File: config.mk
export PLATFORM = sky130hd
export DESIGN_NAME = pbfi_ctrl
export DESIGN_NICKNAME = d
export VERILOG_FILES = /design/src/design/pbfi_pkg.sv /design/src/design/pbfi_ctrl.sv
export SDC_FILE = /design/constraint.sdc
export NUM_CORES = 1
export LEC_CHECK = 0
export BUFFER_PORTS_ARGS = -buffer_cell sky130_fd_sc_hd__buf_2
export CAP_MARGIN = 0
export CORE_ASPECT_RATIO = 1.1
export CORE_MARGIN = 2
export CORE_UTILIZATION = 40
export DETAILED_ROUTE_END_ITERATION = 10
export PLACE_DENSITY = 0.75
export SLEW_MARGIN = 10
export SYNTH_ARGS = -nofsm -noshare
export SYNTH_HDL_FRONTEND = slang
export SYNTH_SLANG_ARGS = --single-unit
File: constraint.sdc
create_clock -name clk -period 1.4 [get_ports clk]
set_input_delay 0.21 -clock clk [delete_from_list [all_inputs] [get_ports clk]]
set_output_delay 0.21 -clock clk [all_outputs]
set_load 0.05 [all_outputs]
File: src/design/pbfi_pkg.sv
// Shared types and constants for the partitioned Bloom filter insert block.
// Used by the controller, the datapath, the top level, the checker and the testbench.
package pbfi_pkg;

  localparam int MAX_REPS_DEF = 4;
  localparam int MAX_BITS_DEF = 16384;

  localparam int HASH_W     = 64;
  localparam int PART_W     = 16;
  localparam int CFG_IDX_W  = 2;
  localparam int CFG_DATA_W = 16;
  localparam int NREP_W     = 3;
  localparam int NHASH_W    = 8;
  localparam int FLEN_W     = 15;
  localparam int REPIDX_W   = 2;
  localparam int BITIDX_W   = 14;

  localparam logic [CFG_IDX_W-1:0] REG_NUM_REPS   = 2'd0;
  localparam logic [CFG_IDX_W-1:0] REG_NUM_HASHES = 2'd1;
  localparam logic [CFG_IDX_W-1:0] REG_NUM_PARTS  = 2'd2;
  localparam logic [CFG_IDX_W-1:0] REG_FILT_LEN   = 2'd3;

  localparam logic [NREP_W-1:0]  NREP_RST  = 3'd1;
  localparam logic [NHASH_W-1:0] NHASH_RST = 8'd3;
  localparam logic [PART_W-1:0]  NPART_RST = 16'd1;
  localparam logic [FLEN_W-1:0]  FLEN_RST  = 15'd16384;

  localparam logic CMD_INSERT = 1'b0;
  localparam logic CMD_READ   = 1'b1;

  typedef enum logic [3:0] {
    S_CLEAR,
    S_IDLE,
    S_RD,
    S_RD_OUT,
    S_IB,
    S_IB_W,
    S_WA,
    S_WA_W,
    S_REP,
    S_REP_W,
    S_PL,
    S_PL_W,
    S_HASH,
    S_HASH_W,
    S_EMIT
  } state_t;

  typedef enum logic [2:0] {
    DS_IB_P,
    DS_PROD_P,
    DS_WA_L,
    DS_NB_L,
    DS_PART_L
  } dsel_t;

  typedef struct packed {
    logic  init;
    logic  clear;
    logic  div_start;
    dsel_t dsel;
    logic  next_n;
    logic  next_rep;
    logic  emit_rd;
    logic  emit_ins;
  } ctl_cmd_t;

  typedef struct packed {
    logic reps_zero;
    logic p_zero;
    logic len_zero;
    logic hashes_zero;
    logic rep_last;
    logic n_last;
    logic div_done;
    logic clr_last;
  } dp_stat_t;

endpackage

File: src/design/pbfi_ctrl.sv
// Controller state machine: sequences clearing, reads and the insert loops.
// Uses pbfi_pkg; drives the datapath through ctl_cmd_t and reads dp_stat_t.
module pbfi_ctrl (
  input  logic                clk,
  input  logic                rst_n,
  input  logic                start,
  input  logic                in_cmd,
  input  pbfi_pkg::dp_stat_t  stat,
  output pbfi_pkg::ctl_cmd_t  cmd,
  output logic                busy
);
  import pbfi_pkg::*;

  state_t state_r, state_nxt;

  always_ff @(posedge clk) begin
    if (!rst_n) begin
      state_r <= S_CLEAR;
    end else begin
      state_r <= state_nxt;
    end
  end

  always_comb begin
    state_nxt = state_r;
    cmd       = '0;
    cmd.dsel  = DS_IB_P;
    busy      = (state_r != S_IDLE);
    case (state_r)
      S_CLEAR: begin
        cmd.clear = 1'b1;
        if (stat.clr_last) begin
          state_nxt = S_IDLE;
        end
      end
      S_IDLE: begin
        if (start) begin
          cmd.init = 1'b1;
          if (in_cmd == CMD_READ) begin
            state_nxt = S_RD;
          end else if (!stat.reps_zero) begin
            state_nxt = S_IB;
          end
        end
      end
      S_RD: state_nxt = S_RD_OUT;
      S_RD_OUT: begin
        cmd.emit_rd = 1'b1;
        state_nxt   = S_IDLE;
      end
      S_IB: begin
        if (stat.p_zero) begin
          state_nxt = S_WA;
        end else begin
          cmd.div_start = 1'b1;
          cmd.dsel      = DS_IB_P;
          state_nxt     = S_IB_W;
        end
      end
      S_IB_W: if (stat.div_done) state_nxt = S_WA;
      S_WA: begin
        if (stat.len_zero) begin
          state_nxt = S_REP;
        end else begin
          cmd.div_start = 1'b1;
          cmd.dsel      = DS_WA_L;
          state_nxt     = S_WA_W;
        end
      end
      S_WA_W: if (stat.div_done) state_nxt = S_REP;
      S_REP: begin
        if (stat.p_zero) begin
          state_nxt = S_PL;
        end else begin
          cmd.div_start = 1'b1;
          cmd.dsel      = DS_PROD_P;
          state_nxt     = S_REP_W;
        end
      end
      S_REP_W: if (stat.div_done) state_nxt = S_PL;
      S_PL: begin
        if (stat.len_zero) begin
          state_nxt = S_EMIT;
        end else begin
          cmd.div_start = 1'b1;
          cmd.dsel      = DS_PART_L;
          state_nxt     = S_PL_W;
        end
      end
      S_PL_W: begin
        if (stat.div_done) begin
          state_nxt = stat.hashes_zero ? S_EMIT : S_HASH;
        end
      end
      S_HASH: begin
        cmd.div_start = 1'b1;
        cmd.dsel      = DS_NB_L;
        state_nxt     = S_HASH_W;
      end
      S_HASH_W: begin
        if (stat.div_done) begin
          if (stat.n_last) begin
            state_nxt = S_EMIT;
          end else begin
            cmd.next_n = 1'b1;
            state_nxt  = S_HASH;
          end
        end
      end
      S_EMIT: begin
        cmd.emit_ins = 1'b1;
        if (stat.rep_last) begin
          state_nxt = S_IDLE;
        end else begin
          cmd.next_rep = 1'b1;
          state_nxt    = S_REP;
        end
      end
      default: state_nxt = S_IDLE;
    endcase
  end
endmodule

==> results of run 1 <==
## per-stage QoR
| stage | cells | utilization |
|---|---|---|
| detailed placement | 129 | 0.647 |
| global placement | 129 | 0.647 |
| floorplan | 79 | - |
| CTS | 149 | 0.932 |
## logic make-up after synthesis
kind of cell,after synthesis,synth area share
and+or+nand+nor,31,0.324
AOI/OAI and AO/OA,26,0.358
buffers and inverters,15,0.133
DFF,4,0.136
muxes,2,0.0339
xor gates and xnor gates,1,0.0148
## repair_timing
action                                  in CTS
endpoints found under the hold margin        0
endpoints found under the setup margin      15
pin swaps                                   13
buffers inserted                            17
cloned                                       0
resized for setup                           66
==> metrics.md, run 1 <==
| Metric | Value |
|---|---|
| Status | `aborted with a tool error` |
| Exit stage | `global routing` |
| Error msg | `[ERROR DPL-0033] detailed placement checks failed during check placement.` |
| Boundary Pins | `23` |
| FP Rows | `14` |
| Most frequent cells after synthesis | `inv_1 (8), nor2_1 (5), nor3_1 (5), o21ai_0 (5)` |
| Sink Count | `4` |
| Dpl hpwl | `~1400 um` |
| Asr flop ratio synth | `0` |
| Die Height | `about 44 um` |
| Antenna violations before repair | `0` |
| Placed instance area | `883 um2` |
| Pre-CTS setup slack | `-0.186 ns` |
| Yosys reg bits | `4` |
| Largest cells by area after synthesis | `dfxtp_1 (14%), inv_1 (5.1%), a32oi_4 (4.7%)` |
| Starting Density | `0.432` |
| Synth Flop Type | `dfxtp_1` |
| Top-area cell type share of the netlist area | `0.136` |
| Post-synth EDFFs | `0` |
| CTS H-Tree Depth | `1` |
| Port Buf Inserts | `22` |
| Area leader, netlist | `dfxtp_1` |
| YS warnings | `0` |
| Cell variety after synth | `37` |
| CTS Root Buffer Type | `clkbuf_4` |
| Worst EP post-GRT repair | `cmd[7]` |
| Post-Syn Instances | `79` |
| Clk buf depth | `2` |
| Gpl congestion | `between 0.8 and 0.9` |
| Net Count, Synth | `between 90 and 100` |
| Leading cell type by number of instances after synthesis | `inv_1` |
| Worst EP Category | `primary output` |
| Synth Cell Area | `a little under 600 um2` |
| Total CTS buffers | `3` |
| Post-CTS Hold Fix Bufs | `0` |
| Die extent in x | `40.6 um` |
| Sequential share of the synthesized area | `0.136` |
| Largest net degree at the start of global routing | `11` |
| Syn avg cell area | `between 7 and 8 um2` |
==> run 2: changes to the inputs <==
CORE_AREA = 2 2 63 65   (was unset)
CORE_ASPECT_RATIO = unset   (was 1.1)
CORE_MARGIN = unset   (was 2)
CORE_UTILIZATION = unset   (was 40)
DIE_AREA = 0 0 65 67   (was unset)
PLACE_DENSITY = unset   (was 0.75)
PLACE_DENSITY_LB_ADDON = 0.15   (was unset)
clock period = 1.82 ns   (was 1.4 ns; I/O delays follow)
==> metrics.md, run 2 <==
| Metric | Value |
|---|---|
| Wirelength per Cell | `12.1 um` |
| Clk buf depth | `2 (unchanged)` |
| Pleak | `0.388 nW` |
| Largest cells by area after synthesis | `dfxtp_1 (14%), inv_1 (5.1%), a32oi_4 (4.7%)` |
| Reg2reg end | `state_r[1]` |
| DR vias/cell | `4.46` |
| RSZ-0062 raised after global routing | `false` |
| Die Height | `67 um (+51%)` |
| Multiplexer share of the synthesized area | `0.0339 (unchanged)` |
| Pre-CTS setup slack | `0.187 ns (+0.374 ns)` |
| Synth Area in XOR/XNOR | `0.0148 (unchanged)` |
| Fin area | `857 um2` |
| Asr flop ratio synth | `0 (unchanged)` |
| Dpl hpwl | `1540 um (+7.0%)` |
| Sw power | `about 0.00023 W` |
| Commonest non-fill, non-tap cells in the layout | `buf_2 (20), inv_1 (8), buf_4 (8)` |
| Worst-Margin Slew | `~0.36 ns` |
| VDD IR max | `0.406 mV` |
| Sink Count | `4 (unchanged)` |
| CTS Root Buffer Type | `clkbuf_8` |
| Placed instance area | `796 um2 (-9.9%)` |
| Antenna fix cells | `0` |
| Switching Fraction | `0.406` |
| DRC Markers | `0` |
| Area leader, netlist | `dfxtp_1` |
| Gpl congestion | `0.751 (-13%)` |
| Max FO, Critical Path | `5` |
| Top-area cell type share of the netlist area | `0.136 (unchanged)` |
| Worst setup margin | `~0.094 ns` |
| Antenna violations before repair | `0` |
| CTS H-Tree Depth | `1 (unchanged)` |
| Hold Path Depth | `2` |
| Die extent in x | `65 um (+60%)` |
| Commonest non-fill, non-tap cell in the layout | `buf_2` |
| Core box area | `3610 um2` |
| Net Count, Synth | `91 (unchanged)` |
| Critical Path End Type | `output pin` |
| Sequential share of power | `0.197` |
| Reg2reg path depth | `4` |
| Normalized max-slew margin | `0.760` |
| Nets@finish | `~120` |
| Placed cell count | `150 (+16%)` |
| Arr. time, crit path | `1.45 ns` |
| Most frequent cells after synthesis | `inv_1 (8), nor2_1 (5), nor3_1 (5), o21ai_0 (5)` |
| Largest net degree at the start of global routing | `16` |
| Worst Path Class, Setup | `flip-flop to output pin` |
| Die area | `approximately 4400 um2` |
| Leading cell type by number of instances after synthesis | `inv_1` |
| Clock transition at path regs | `roughly 0.030 ns` |
| Hold Startpoint | `rst_n` |
| DR pass1 iterations | `4` |
| Hold Path End | `state_r[0]` |
| Synth Cell Area | `591 um2 (unchanged)` |
| Clock Latency Late Sink | `0.21 ns` |
| Area growth from synthesis to layout | `45.1%` |
| Synth Area in Compound Gates | `0.358 (unchanged)` |
| Final Hold Fails | `0` |
| YS warnings | `0 (unchanged)` |
| RR Startpoint | `state_r[2]` |
| Largest family of logic cells by synthesized area | `compound AO/OA/AOI/OAI gates` |
| WP data required | `1.55 ns` |
| First-pass GRT wire length | `3190 um` |
| Cell variety after synth | `37 (unchanged)` |
| Starting Density | `0.164 (-0.268)` |
| Sequential share of the synthesized area | `0.136 (unchanged)` |
| Post-CTS Hold Fix Bufs | `0 (unchanged)` |
| CTS tree | `done` |
| Final setup vio count | `0` |
| Post-synthesis simple-gate area fraction | `0.324 (unchanged)` |
| Total CTS buffers | `3 (unchanged)` |
| Post-synth EDFFs | `0 (unchanged)` |
| Status | `finished, final reports clean` |
| Boundary Pins | `23 (unchanged)` |
| Setup Skew | `0.00251 ns` |
| Vias in the first global route | `slightly below 700` |
| Reg with most FFs | `state_r` |
| Max Cap Viol | `0` |
| TNS Setup | `0 ns` |
| Final Non-Filler Cells | `about 150` |
| Postcts setup bufs | `0 (-17)` |
| Synth Flop Type | `dfxtp_1` |
| P_int | `around 0.00034 W` |
| Fmax | `~580 MHz` |
| Worst min-delay path category | `input pin to flip-flop` |
| Vias | `just under 700` |
| Pwr dens | `roughly 660 nW/um2` |
| Period utilization | `0.948` |
| Routed WL | `around 1800 um` |
| Number of flip-flops in the largest register | `4` |
| Reg2reg setup slack | `about 0.25 ns` |
| Overflow after GRT | `0` |
| Post-Syn Instances | `79 (unchanged)` |
| GR Util All Layers | `0.0935` |
| Syn avg cell area | `7.48 um2 (unchanged)` |
| FP Rows | `22 (+8)` |
| Port Buf Inserts | `22 (unchanged)` |
| Yosys reg bits | `4 (unchanged)` |
| Final Max Tran Viols | `0` |
| Adder-Cell Fraction of Synth Area | `0 (unchanged)` |
| Clock share of power | `0.323` |
| Final antenna-violating net count | `0` |
| Post-layout min period | `about 1.7 ns` |
| Share of cells above drive strength 1 | `0.448` |
| Gate power share | `0.481` |
| Worst Setup Start Kind | `flip-flop` |
| Biggest regs | `state_r x4` |
| Initial DRC Count | `18` |
## run 2: cell type report
cell class                      instances  area (um2)
Clock buffer                            3        41.3
Fill cell                             404        2750
Inverter                                8        30.0
Multi-Input combinational cell         60         464
Sequential cell                         4        82.6
Tap cell                               48        60.1
Timing Repair Buffer                   30         179
## run 2: layer usage
layer,vias up,part of all wire,global-route usage,wire [um]
met3,2,0.039,0.0118,71
li1,346,-,-,-
met1,314,0.45,0.120,833
met5,-,0,0,0
met2,20,0.49,0.153,910
met4,0,0.015,0.0452,28
## run 2: stage by stage
stage / power (W) / util / hold WS [ns]
after detailed placement: 0.000378 / 0.221 / 0.552
after global placement: 0.000386 / 0.221 / 0.554
final: 0.000566 / 0.238 / 0.328
after floorplan: 0.000306 / - / 0.404
after CTS: 0.000566 / 0.233 / 0.327
after global routing: 0.000604 / 0.238 / 0.334
## run 2: logic make-up (layout without fill, tap and decap cells)
logic type / count (synthesis) / in the layout
XOR/XNOR: 1 / 1
AO/OA/AOI/OAI: 26 / 26
flip-flops: 4 / 4
AND/OR/NAND/NOR: 31 / 31
multiplexers: 2 / 2
buffers and inverters: 15 / 41
## run 2: worst max path at each step
stage               slack (ns)       start  depth (start not counted)     end
floorplan                 0.07  state_r[1]                          4  cmd[6]
global placement          0.17  state_r[2]                          4  cmd[3]
detailed placement        0.19  state_r[2]                          4  cmd[3]
CTS                      0.004  state_r[3]                          4  cmd[9]
global route              0.01  state_r[3]                          4  cmd[9]
finish                    0.09  state_r[1]                          4  cmd[7]
## run 2: power groups by stage
stage / Clock (W) / Sequential, W / Combinational, W
4_1_cts: 0.000188 / 0.000110 / 0.000268
6_report: 0.000183 / 0.000111 / 0.000272
2_1_floorplan: 0 / 0.000103 / 0.000203
3_3_place_gp: 0 / 0.000112 / 0.000274
5_1_grt: 0.000193 / 0.000113 / 0.000298
3_5_place_dp: 0 / 0.000111 / 0.000267
## run 2: repair_timing
| action | 4_1_cts | 5_1_grt |
|---|---|---|
| endpoints found under the setup margin | 2 | 4 |
| hold endpoints to repair | 0 | 0 |
| resized for setup | 2 | 4 |
## run 2: critical path, stage by stage, from the launching register on
cell and delay [ns]:
dfxtp_1 0.42, nor2_1 0.09, a221o_1 0.37, a21oi_2 0.15, buf_4 0.22
(Power assumes the default switching activity.)
